$ cat src/pms_pkg.sv
// Shared types and constants for the polygon midpoint subdivider.
// Used by pms_front, pms_queue, pms_back and the top level.
package pms_pkg;

   localparam int COORD_BITS_DEF = 32;
   localparam int MAX_VERTS      = 4;
   localparam int AXES           = 3;
   localparam int VERT_IDX_BITS  = $clog2(MAX_VERTS);
   localparam int VERT_CNT_BITS  = $clog2(MAX_VERTS + 1);

   localparam int QUEUE_DEPTH    = 2;
   localparam int QUEUE_PTR_BITS = (QUEUE_DEPTH > 1) ? $clog2(QUEUE_DEPTH) : 1;
   localparam int QUEUE_CNT_BITS = $clog2(QUEUE_DEPTH + 1);

   typedef enum logic [1:0] {
      KIND_QUAD,
      KIND_TRI,
      KIND_BAD
   } face_kind_type;

   localparam logic [2:0] CC_QUAD = 3'd4;
   localparam logic [2:0] CC_TRI  = 3'd3;
   localparam logic [2:0] CC_BAD  = 3'd0;

   localparam logic [1:0] QUAD_LAST_CORNER = 2'd3;
   localparam logic [1:0] TRI_LAST_CORNER  = 2'd2;
   localparam logic [1:0] LAST_SUB_FACE    = 2'd3;

   typedef struct packed {
      logic empty;
      logic full;
   } queue_status_type;

endpackage

$ cat src/pms_front.sv
// Front end: collects the vertices of one face, keeps running coordinate sums
// and classifies the face when its last vertex arrives. Depends on pms_pkg.
module pms_front #(
   parameter int COORD_BITS = pms_pkg::COORD_BITS_DEF
) (
   input  logic                         clock,
   input  logic                         reset,
   input  logic                         req_valid,
   output logic                         req_stall,
   input  logic signed [COORD_BITS-1:0] req_vx,
   input  logic signed [COORD_BITS-1:0] req_vy,
   input  logic signed [COORD_BITS-1:0] req_vz,
   input  logic                         req_final_vertex,
   input  pms_pkg::queue_status_type    q_status,
   output logic                         push,
   output logic signed [COORD_BITS-1:0] push_vert [pms_pkg::MAX_VERTS][pms_pkg::AXES],
   output logic signed [COORD_BITS+1:0] push_sum [pms_pkg::AXES],
   output pms_pkg::face_kind_type       push_kind
);
   import pms_pkg::*;

   logic signed [COORD_BITS-1:0] vert_ff [MAX_VERTS][AXES];
   logic signed [COORD_BITS-1:0] vert_in [MAX_VERTS][AXES];
   logic signed [COORD_BITS+1:0] sum_ff [AXES];
   logic signed [COORD_BITS+1:0] sum_in [AXES];
   logic signed [COORD_BITS+1:0] store_sum [AXES];
   logic signed [COORD_BITS-1:0] coord_in [AXES];
   logic [VERT_CNT_BITS-1:0]     count_ff, count_in, store_count;
   logic                         overflow_ff, overflow_in, store_overflow;
   logic                         accept;
   logic                         room;

   always_comb begin
      coord_in[0] = req_vx;
      coord_in[1] = req_vy;
      coord_in[2] = req_vz;

      req_stall = q_status.full;
      accept    = req_valid && !q_status.full;
      room      = count_ff < VERT_CNT_BITS'(MAX_VERTS);

      vert_in        = vert_ff;
      store_sum      = sum_ff;
      store_count    = count_ff;
      store_overflow = overflow_ff;

      if (accept) begin
         if (room) begin
            for (int ax = 0; ax < AXES; ax++) begin
               vert_in[count_ff[VERT_IDX_BITS-1:0]][ax] = coord_in[ax];
               store_sum[ax] = sum_ff[ax] + (COORD_BITS+2)'(coord_in[ax]);
            end
            store_count = count_ff + VERT_CNT_BITS'(1);
         end else begin
            store_overflow = 1'b1;
         end
      end

      push      = accept && req_final_vertex;
      push_vert = vert_in;
      push_sum  = store_sum;

      if (!store_overflow && store_count == VERT_CNT_BITS'(4)) begin
         push_kind = KIND_QUAD;
      end else if (!store_overflow && store_count == VERT_CNT_BITS'(3)) begin
         push_kind = KIND_TRI;
      end else begin
         push_kind = KIND_BAD;
      end

      sum_in      = store_sum;
      count_in    = store_count;
      overflow_in = store_overflow;
      // close the face: start the next one from scratch
      if (push) begin
         for (int ax = 0; ax < AXES; ax++) begin
            sum_in[ax] = '0;
         end
         count_in    = '0;
         overflow_in = 1'b0;
      end
   end

   always_ff @(posedge clock) begin
      vert_ff <= vert_in;
      if (reset) begin
         for (int ax = 0; ax < AXES; ax++) begin
            sum_ff[ax] <= '0;
         end
         count_ff    <= '0;
         overflow_ff <= 1'b0;
      end else begin
         sum_ff      <= sum_in;
         count_ff    <= count_in;
         overflow_ff <= overflow_in;
      end
   end

endmodule

$ cat src/pms_queue.sv
// Short queue of closed faces between the front end and the emitter.
// Depends on pms_pkg for depth, vertex count and face kind.
module pms_queue #(
   parameter int COORD_BITS = pms_pkg::COORD_BITS_DEF
) (
   input  logic                         clock,
   input  logic                         reset,
   input  logic                         push,
   input  logic signed [COORD_BITS-1:0] push_vert [pms_pkg::MAX_VERTS][pms_pkg::AXES],
   input  logic signed [COORD_BITS+1:0] push_sum [pms_pkg::AXES],
   input  pms_pkg::face_kind_type       push_kind,
   input  logic                         pop,
   output logic signed [COORD_BITS-1:0] head_vert [pms_pkg::MAX_VERTS][pms_pkg::AXES],
   output logic signed [COORD_BITS+1:0] head_sum [pms_pkg::AXES],
   output pms_pkg::face_kind_type       head_kind,
   output pms_pkg::queue_status_type    q_status
);
   import pms_pkg::*;

   logic signed [COORD_BITS-1:0] ent_vert_ff [QUEUE_DEPTH][MAX_VERTS][AXES];
   logic signed [COORD_BITS+1:0] ent_sum_ff [QUEUE_DEPTH][AXES];
   face_kind_type                ent_kind_ff [QUEUE_DEPTH];
   logic [QUEUE_PTR_BITS-1:0]    wr_ptr_ff, wr_ptr_in, rd_ptr_ff, rd_ptr_in;
   logic [QUEUE_CNT_BITS-1:0]    fill_ff, fill_in;

   always_comb begin
      wr_ptr_in = wr_ptr_ff;
      rd_ptr_in = rd_ptr_ff;
      fill_in   = fill_ff;
      if (push) begin
         wr_ptr_in = (wr_ptr_ff == QUEUE_PTR_BITS'(QUEUE_DEPTH - 1)) ? '0
                     : wr_ptr_ff + QUEUE_PTR_BITS'(1);
      end
      if (pop) begin
         rd_ptr_in = (rd_ptr_ff == QUEUE_PTR_BITS'(QUEUE_DEPTH - 1)) ? '0
                     : rd_ptr_ff + QUEUE_PTR_BITS'(1);
      end
      if (push && !pop) begin
         fill_in = fill_ff + QUEUE_CNT_BITS'(1);
      end else if (pop && !push) begin
         fill_in = fill_ff - QUEUE_CNT_BITS'(1);
      end

      head_vert      = ent_vert_ff[rd_ptr_ff];
      head_sum       = ent_sum_ff[rd_ptr_ff];
      head_kind      = ent_kind_ff[rd_ptr_ff];
      q_status.empty = (fill_ff == '0);
      q_status.full  = (fill_ff == QUEUE_CNT_BITS'(QUEUE_DEPTH));
   end

   always_ff @(posedge clock) begin
      if (push) begin
         ent_vert_ff[wr_ptr_ff] <= push_vert;
         ent_sum_ff[wr_ptr_ff]  <= push_sum;
         ent_kind_ff[wr_ptr_ff] <= push_kind;
      end
   end

   always_ff @(posedge clock) begin
      if (reset) begin
         wr_ptr_ff <= '0;
         rd_ptr_ff <= '0;
         fill_ff   <= '0;
      end else begin
         wr_ptr_ff <= wr_ptr_in;
         rd_ptr_ff <= rd_ptr_in;
         fill_ff   <= fill_in;
      end
   end

endmodule

$ cat src/pms_back.sv
// Back end: walks the sub-faces of the face at the queue head and emits one
// vertex per unstalled cycle via an output register. Depends on pms_pkg.
module pms_back #(
   parameter int COORD_BITS = pms_pkg::COORD_BITS_DEF
) (
   input  logic                         clock,
   input  logic                         reset,
   input  logic signed [COORD_BITS-1:0] head_vert [pms_pkg::MAX_VERTS][pms_pkg::AXES],
   input  logic signed [COORD_BITS+1:0] head_sum [pms_pkg::AXES],
   input  pms_pkg::face_kind_type       head_kind,
   input  pms_pkg::queue_status_type    q_status,
   output logic                         pop,
   output logic                         rsp_valid,
   input  logic                         rsp_stall,
   output logic signed [COORD_BITS-1:0] rsp_ox,
   output logic signed [COORD_BITS-1:0] rsp_oy,
   output logic signed [COORD_BITS-1:0] rsp_oz,
   output logic [1:0]                   rsp_sub_face,
   output logic [1:0]                   rsp_corner,
   output logic [2:0]                   rsp_corner_count,
   output logic                         rsp_face_end,
   output logic                         rsp_run_end,
   output logic                         rsp_bad_face
);
   import pms_pkg::*;

   logic [1:0]                   sub_ff, sub_in, corner_ff, corner_in;
   logic                         valid_ff, valid_in;
   logic signed [COORD_BITS-1:0] o_ff [AXES];
   logic signed [COORD_BITS-1:0] o_in [AXES];
   logic [1:0]                   sub_out_ff, corner_out_ff;
   logic [2:0]                   cc_ff;
   logic                         face_end_ff, run_end_ff, bad_ff;

   logic                         advance;
   logic                         last_result, face_end;
   logic [1:0]                   last_corner;
   logic [2:0]                   cc;
   logic                         use_center;
   logic [VERT_IDX_BITS-1:0]     idx_a, idx_b;
   logic signed [COORD_BITS:0]   mid_sum [AXES];

   always_comb begin
      advance    = !q_status.empty && (!valid_ff || !rsp_stall);
      use_center = 1'b0;
      idx_a      = '0;
      idx_b      = '0;
      // a plain corner is the midpoint of a vertex with itself
      unique case (head_kind)
         KIND_QUAD: begin
            last_corner = QUAD_LAST_CORNER;
            cc          = CC_QUAD;
            unique case (corner_ff)
               2'd0: begin idx_a = sub_ff; idx_b = sub_ff; end
               2'd1: begin idx_a = sub_ff; idx_b = sub_ff + 2'd1; end
               2'd2: use_center = 1'b1;
               default: begin idx_a = sub_ff - 2'd1; idx_b = sub_ff; end
            endcase
         end
         KIND_TRI: begin
            last_corner = TRI_LAST_CORNER;
            cc          = CC_TRI;
            if (sub_ff == LAST_SUB_FACE) begin
               unique case (corner_ff)
                  2'd0:    begin idx_a = 2'd0; idx_b = 2'd1; end
                  2'd1:    begin idx_a = 2'd1; idx_b = 2'd2; end
                  default: begin idx_a = 2'd0; idx_b = 2'd2; end
               endcase
            end else begin
               unique case (corner_ff)
                  2'd0: begin idx_a = sub_ff; idx_b = sub_ff; end
                  2'd1: begin
                     idx_a = sub_ff;
                     idx_b = (sub_ff == 2'd2) ? 2'd0 : sub_ff + 2'd1;
                  end
                  default: begin
                     idx_a = (sub_ff == 2'd0) ? 2'd2 : sub_ff - 2'd1;
                     idx_b = sub_ff;
                  end
               endcase
            end
         end
         default: begin
            last_corner = 2'd0;
            cc          = CC_BAD;
         end
      endcase

      for (int ax = 0; ax < AXES; ax++) begin
         mid_sum[ax] = (COORD_BITS+1)'(head_vert[idx_a][ax])
                     + (COORD_BITS+1)'(head_vert[idx_b][ax]);
         if (head_kind == KIND_BAD) begin
            o_in[ax] = '0;
         end else if (use_center) begin
            o_in[ax] = head_sum[ax][COORD_BITS+1:2];
         end else begin
            o_in[ax] = mid_sum[ax][COORD_BITS:1];
         end
      end

      face_end    = (head_kind == KIND_BAD) || (corner_ff == last_corner);
      last_result = (head_kind == KIND_BAD)
                 || (sub_ff == LAST_SUB_FACE && corner_ff == last_corner);
      pop         = advance && last_result;

      sub_in    = sub_ff;
      corner_in = corner_ff;
      if (advance) begin
         if (last_result) begin
            sub_in    = '0;
            corner_in = '0;
         end else if (corner_ff == last_corner) begin
            sub_in    = sub_ff + 2'd1;
            corner_in = '0;
         end else begin
            corner_in = corner_ff + 2'd1;
         end
      end

      if (advance) begin
         valid_in = 1'b1;
      end else if (!rsp_stall) begin
         valid_in = 1'b0;
      end else begin
         valid_in = valid_ff;
      end
   end

   always_ff @(posedge clock) begin
      if (advance) begin
         o_ff          <= o_in;
         sub_out_ff    <= (head_kind == KIND_BAD) ? 2'd0 : sub_ff;
         corner_out_ff <= (head_kind == KIND_BAD) ? 2'd0 : corner_ff;
         cc_ff         <= cc;
         face_end_ff   <= face_end;
         run_end_ff    <= last_result;
         bad_ff        <= (head_kind == KIND_BAD);
      end
   end

   always_ff @(posedge clock) begin
      if (reset) begin
         sub_ff    <= '0;
         corner_ff <= '0;
         valid_ff  <= 1'b0;
      end else begin
         sub_ff    <= sub_in;
         corner_ff <= corner_in;
         valid_ff  <= valid_in;
      end
   end

   assign rsp_valid        = valid_ff;
   assign rsp_ox           = o_ff[0];
   assign rsp_oy           = o_ff[1];
   assign rsp_oz           = o_ff[2];
   assign rsp_sub_face     = sub_out_ff;
   assign rsp_corner       = corner_out_ff;
   assign rsp_corner_count = cc_ff;
   assign rsp_face_end     = face_end_ff;
   assign rsp_run_end      = run_end_ff;
   assign rsp_bad_face     = bad_ff;

endmodule

$ cat src/polygon_midpoint_subdivide.sv
// Midpoint subdivision of a face into four sub-faces, one vertex in, one vertex out per cycle
// while neither side stalls. The first result of a face goes through the face queue and then
// the result register after its last vertex is accepted. Vertices are accepted while the face
// queue is not full; the single result register gives a quad face (4 vertices) 16 results.
// Reset: synchronous, clears the face collector, the face queue and the output valid.
// Depends on pms_pkg, pms_front, pms_queue and pms_back.
module polygon_midpoint_subdivide #(
   parameter int COORD_BITS = pms_pkg::COORD_BITS_DEF
) (
   input  logic                         clock,
   input  logic                         reset,
   input  logic                         req_valid,
   output logic                         req_stall,
   input  logic signed [COORD_BITS-1:0] req_vx,
   input  logic signed [COORD_BITS-1:0] req_vy,
   input  logic signed [COORD_BITS-1:0] req_vz,
   input  logic                         req_final_vertex,
   output logic                         rsp_valid,
   input  logic                         rsp_stall,
   output logic signed [COORD_BITS-1:0] rsp_ox,
   output logic signed [COORD_BITS-1:0] rsp_oy,
   output logic signed [COORD_BITS-1:0] rsp_oz,
   output logic [1:0]                   rsp_sub_face,
   output logic [1:0]                   rsp_corner,
   output logic [2:0]                   rsp_corner_count,
   output logic                         rsp_face_end,
   output logic                         rsp_run_end,
   output logic                         rsp_bad_face
);
   import pms_pkg::*;

   queue_status_type             q_status;
   logic                         push, pop;
   logic signed [COORD_BITS-1:0] push_vert [MAX_VERTS][AXES];
   logic signed [COORD_BITS+1:0] push_sum [AXES];
   face_kind_type                push_kind;
   logic signed [COORD_BITS-1:0] head_vert [MAX_VERTS][AXES];
   logic signed [COORD_BITS+1:0] head_sum [AXES];
   face_kind_type                head_kind;

   pms_front #(.COORD_BITS(COORD_BITS)) u_front (
      .clock            (clock),
      .reset            (reset),
      .req_valid        (req_valid),
      .req_stall        (req_stall),
      .req_vx           (req_vx),
      .req_vy           (req_vy),
      .req_vz           (req_vz),
      .req_final_vertex (req_final_vertex),
      .q_status         (q_status),
      .push             (push),
      .push_vert        (push_vert),
      .push_sum         (push_sum),
      .push_kind        (push_kind)
   );

   pms_queue #(.COORD_BITS(COORD_BITS)) u_queue (
      .clock     (clock),
      .reset     (reset),
      .push      (push),
      .push_vert (push_vert),
      .push_sum  (push_sum),
      .push_kind (push_kind),
      .pop       (pop),
      .head_vert (head_vert),
      .head_sum  (head_sum),
      .head_kind (head_kind),
      .q_status  (q_status)
   );

   pms_back #(.COORD_BITS(COORD_BITS)) u_back (
      .clock            (clock),
      .reset            (reset),
      .head_vert        (head_vert),
      .head_sum         (head_sum),
      .head_kind        (head_kind),
      .q_status         (q_status),
      .pop              (pop),
      .rsp_valid        (rsp_valid),
      .rsp_stall        (rsp_stall),
      .rsp_ox           (rsp_ox),
      .rsp_oy           (rsp_oy),
      .rsp_oz           (rsp_oz),
      .rsp_sub_face     (rsp_sub_face),
      .rsp_corner       (rsp_corner),
      .rsp_corner_count (rsp_corner_count),
      .rsp_face_end     (rsp_face_end),
      .rsp_run_end      (rsp_run_end),
      .rsp_bad_face     (rsp_bad_face)
   );

endmodule

$ cat config.mk
export PLATFORM = sky130hd
export DESIGN_NAME = polygon_midpoint_subdivide
export DESIGN_NICKNAME = d
export VERILOG_FILES = /design/src/pms_pkg.sv /design/src/pms_front.sv /design/src/pms_queue.sv /design/src/pms_back.sv /design/src/polygon_midpoint_subdivide.sv
export SDC_FILE = /design/constraint.sdc
export NUM_CORES = 2
export LEC_CHECK = 0
export ABC_AREA = 1
export BUFFER_PORTS_ARGS = -buffer_cell sky130_fd_sc_hd__buf_2
export CORE_ASPECT_RATIO = 0.7
export CORE_MARGIN = 3
export CORE_UTILIZATION = 40
export DETAILED_ROUTE_END_ITERATION = 8
export MAX_ROUTING_LAYER = met4
export SYNTH_ARGS = -nofsm -noshare
export SYNTH_HDL_FRONTEND = slang
export SYNTH_SLANG_ARGS = --single-unit
$ cat constraint.sdc
create_clock -name clock -period 51.2 [get_ports clock]
set_input_delay 5.12 -clock clock [delete_from_list [all_inputs] [get_ports clock]]
set_output_delay 5.12 -clock clock [all_outputs]
set_load 0.005 [all_outputs]
==> results.cfg <==
[synth]
yosysMostFrequentCell = nand2_1
synth_cell_types = 57
synthCells = 7072
synth_ff_type = edfxtp_1
synth.avg_cell_area_um2 = 10.1
ys_warn_count = 0
yosysSeqAreaShare = 0.589
synth_nets = 7386
ys_top_cells_by_area = edfxtp_1, dfxtp_1, nand2_1
netlist_area_um2 = 71500
synth-seq-cells = 1569
synthTopCellsByCount = nand2_1, edfxtp_1, o21ai_0, dfxtp_1, a21oi_1
yosysTopAreaCellShare = 0.449
synth-edff-count = 1069
async_reset_ff_frac = 0
synth_area_leader_cell = edfxtp_1

[cells_and_area]
drive_above_1_share = 0.0790
area_growth_pct = 11.5
nNetsFinal = 7469

[floorplan]
initial_core_util = 0.404
fp.dieW_um = 511
core_area_um2 = 177000
die_h_um = 360
fp-row-count = 129
io_pins = 209
die-area_um2 = 184000

[run]
maxCapViolCount = 0

[global_route]
grt_pass1_wl_um = 310000
grt_pass1_vias = 49700
grt_start_max_net_pins = 167
grt_usage = 0.225
grt-ovfl-total = 0
antenna_found_initial = 13

[clock_network]
clkSinkCount = 1569
worstSkewPairLatency_ps = 790
post_cts_buffers = 0
clkTransAtPathRegs_ps = 60
h-tree-depth = 4
root_buffer = clkbuf_16
cts_tree = yes
cts_resized = 0
cts_buffers = 147
ctsHoldBuffers = 0
cts_max_path_buffers = 3

[power_and_ir_drop]
p_per_area_nw_per_um2 = 63.3
p_leak_nw = 31.0
vdd_drop_max_mv = 0.0391

[timing]
worst_slack_ps = 42510
rsz0062_at_grt = no
skew_ps = 23.6
final_max_slew_viol_count = 0
hold_violations = 0
fin_crit_sh = 0.170
min_period_ps = 8690
worst_slew_pin_slew_ps = 1170
slew_headroom = 0.221
fmax_mhz = 115
setup_viol = 0
setup_tns_ps = 0

[place]
place.gp.congestion = 0.950
pre_cts_ws_ps = 41670
portBuffers = 208
dpl.hpwl_um = 135000

[hold_path]
hp-class = flip-flop to flip-flop

[detailed_routing]
via_per_inst = 5.43
drc = 0
wl_per_cell_um = 21.5
vias = 52400
drt-pass1-iter-count = 8
ant_nets = 0
finalWirelength_um = 207000
drt-initial-drc-count = 5460

[critical_path]
cp_max_fo = 61
crit_type = primary input to flip-flop
crit_start = req_valid
critPathArrivalTime_ps = 9100
worstPathRequired_ps = 51600
rrSetupSlack_ps = 43340
endpoint_kind = flip-flop
start_kind = primary input

[run_status]
outcome = finished, final reports clean
==> cell usage in the layout, fill, tap and decap left out, types with 75 or more instances in the layout <==
cell type,instances
ha_1,207
edfxtp_1,1069
a21oi_1,491
buf_2,208
nand3_1,143
dfxtp_1,499
mux2i_1,373
a32o_1,100
nand2_1,1707
a31oi_1,75
o21ai_0,703
nor2_1,433
inv_1,421
clkbuf_16,149
==> cell families (layout without fill, tap and decap cells) <==
group           after synthesis  after routing  synth area share
flops                      1569           1569             0.589
compound gates             1610           1610             0.131
mux                         373            373            0.0522
xor+xnor                    109            109            0.0134
buf+inv                     764            972            0.0406
simple gates               2434           2434             0.136
other cells                   0              5                 0
fa+ha+maj                   213            213            0.0379
==> layer usage <==
| metal | global-route usage | vias to the layer above | share of wire |
|---|---|---|---|
| li1 | - | 25000 | - |
| met1 | 0.307 | 25300 | 0.45 |
| met2 | 0.349 | 1824 | 0.45 |
| met3 | 0.0284 | 324 | 0.063 |
| met4 | 0.0763 | 0 | 0.032 |
| met5 | - | - | 0 |
==> path summary, 6_finish.rpt <==
path | end | cells after the start
worst max-delay path | u_queue.ent_vert_ff[1][88] | 9
worst min register to register | flip-flop | 2
worst min-delay path | flip-flop | 2
worst max register to register | u_back.rsp_oz[15] | 20
==> flip-flops by register name (all words and copies together) (netlist names), 2 cells and up, named ones only <==
register	cells
u_queue.ent_vert_ff	768
u_front.vert_ff	384
u_queue.ent_sum_ff	192
u_front.sum_ff	96
u_back.rsp_ox	32
u_back.rsp_oy	32
u_back.rsp_oz	32
u_queue.ent_kind_ff	4
u_front.count_ff	3
u_back.corner_ff	2
u_back.rsp_corner	2
u_back.rsp_corner_count	2
u_back.rsp_sub_face	2
u_back.sub_ff	2
u_queue.fill_ff	2
==> metrics by stage <==
step | instances | hold slack, ps | util | instance area [um^2] | power, W
3_5_place_dp | 9364 | 457 | 0.423 | 74900 | 0.00394
6_report | 9643 | 468 | 0.450 | 79700 | 0.00505
5_1_grt | 9641 | 488 | 0.450 | 79700 | 0.00534
4_1_cts | 9638 | 467 | 0.450 | 79700 | 0.00506
2_1_floorplan | 7072 | 445 | - | 71500 | 0.00320
3_3_place_gp | 9364 | 453 | 0.423 | 74900 | 0.00390
==> critical path, stage by stage <==
cell and delay (ps):
buf_2 70, o21ai_0 190, inv_1 200, nand2_1 260
nor2_4 140, buf_4 590, buf_4 780, buf_4 820
buf_4 720
==> area by class of cell <==
type / instances / area [um^2]
fill: 16500 / 97300
sequential: 1569 / 42100
multi-input combinational: 4739 / 26600
clock buffer: 202 / 4070
tap: 2358 / 2950
inverter: 428 / 1630
timing repair buffer: 270 / 1570
clock inverter: 72 / 773
antenna: 5 / 12.5
==> power breakdown <==
part / switching (W) / internal [W]
Sequential: 0.0000789 / 0.00178
Clock: 0.000485 / 0.000627
Combinational: 0.00144 / 0.000639
(Power assumes the default switching activity.)
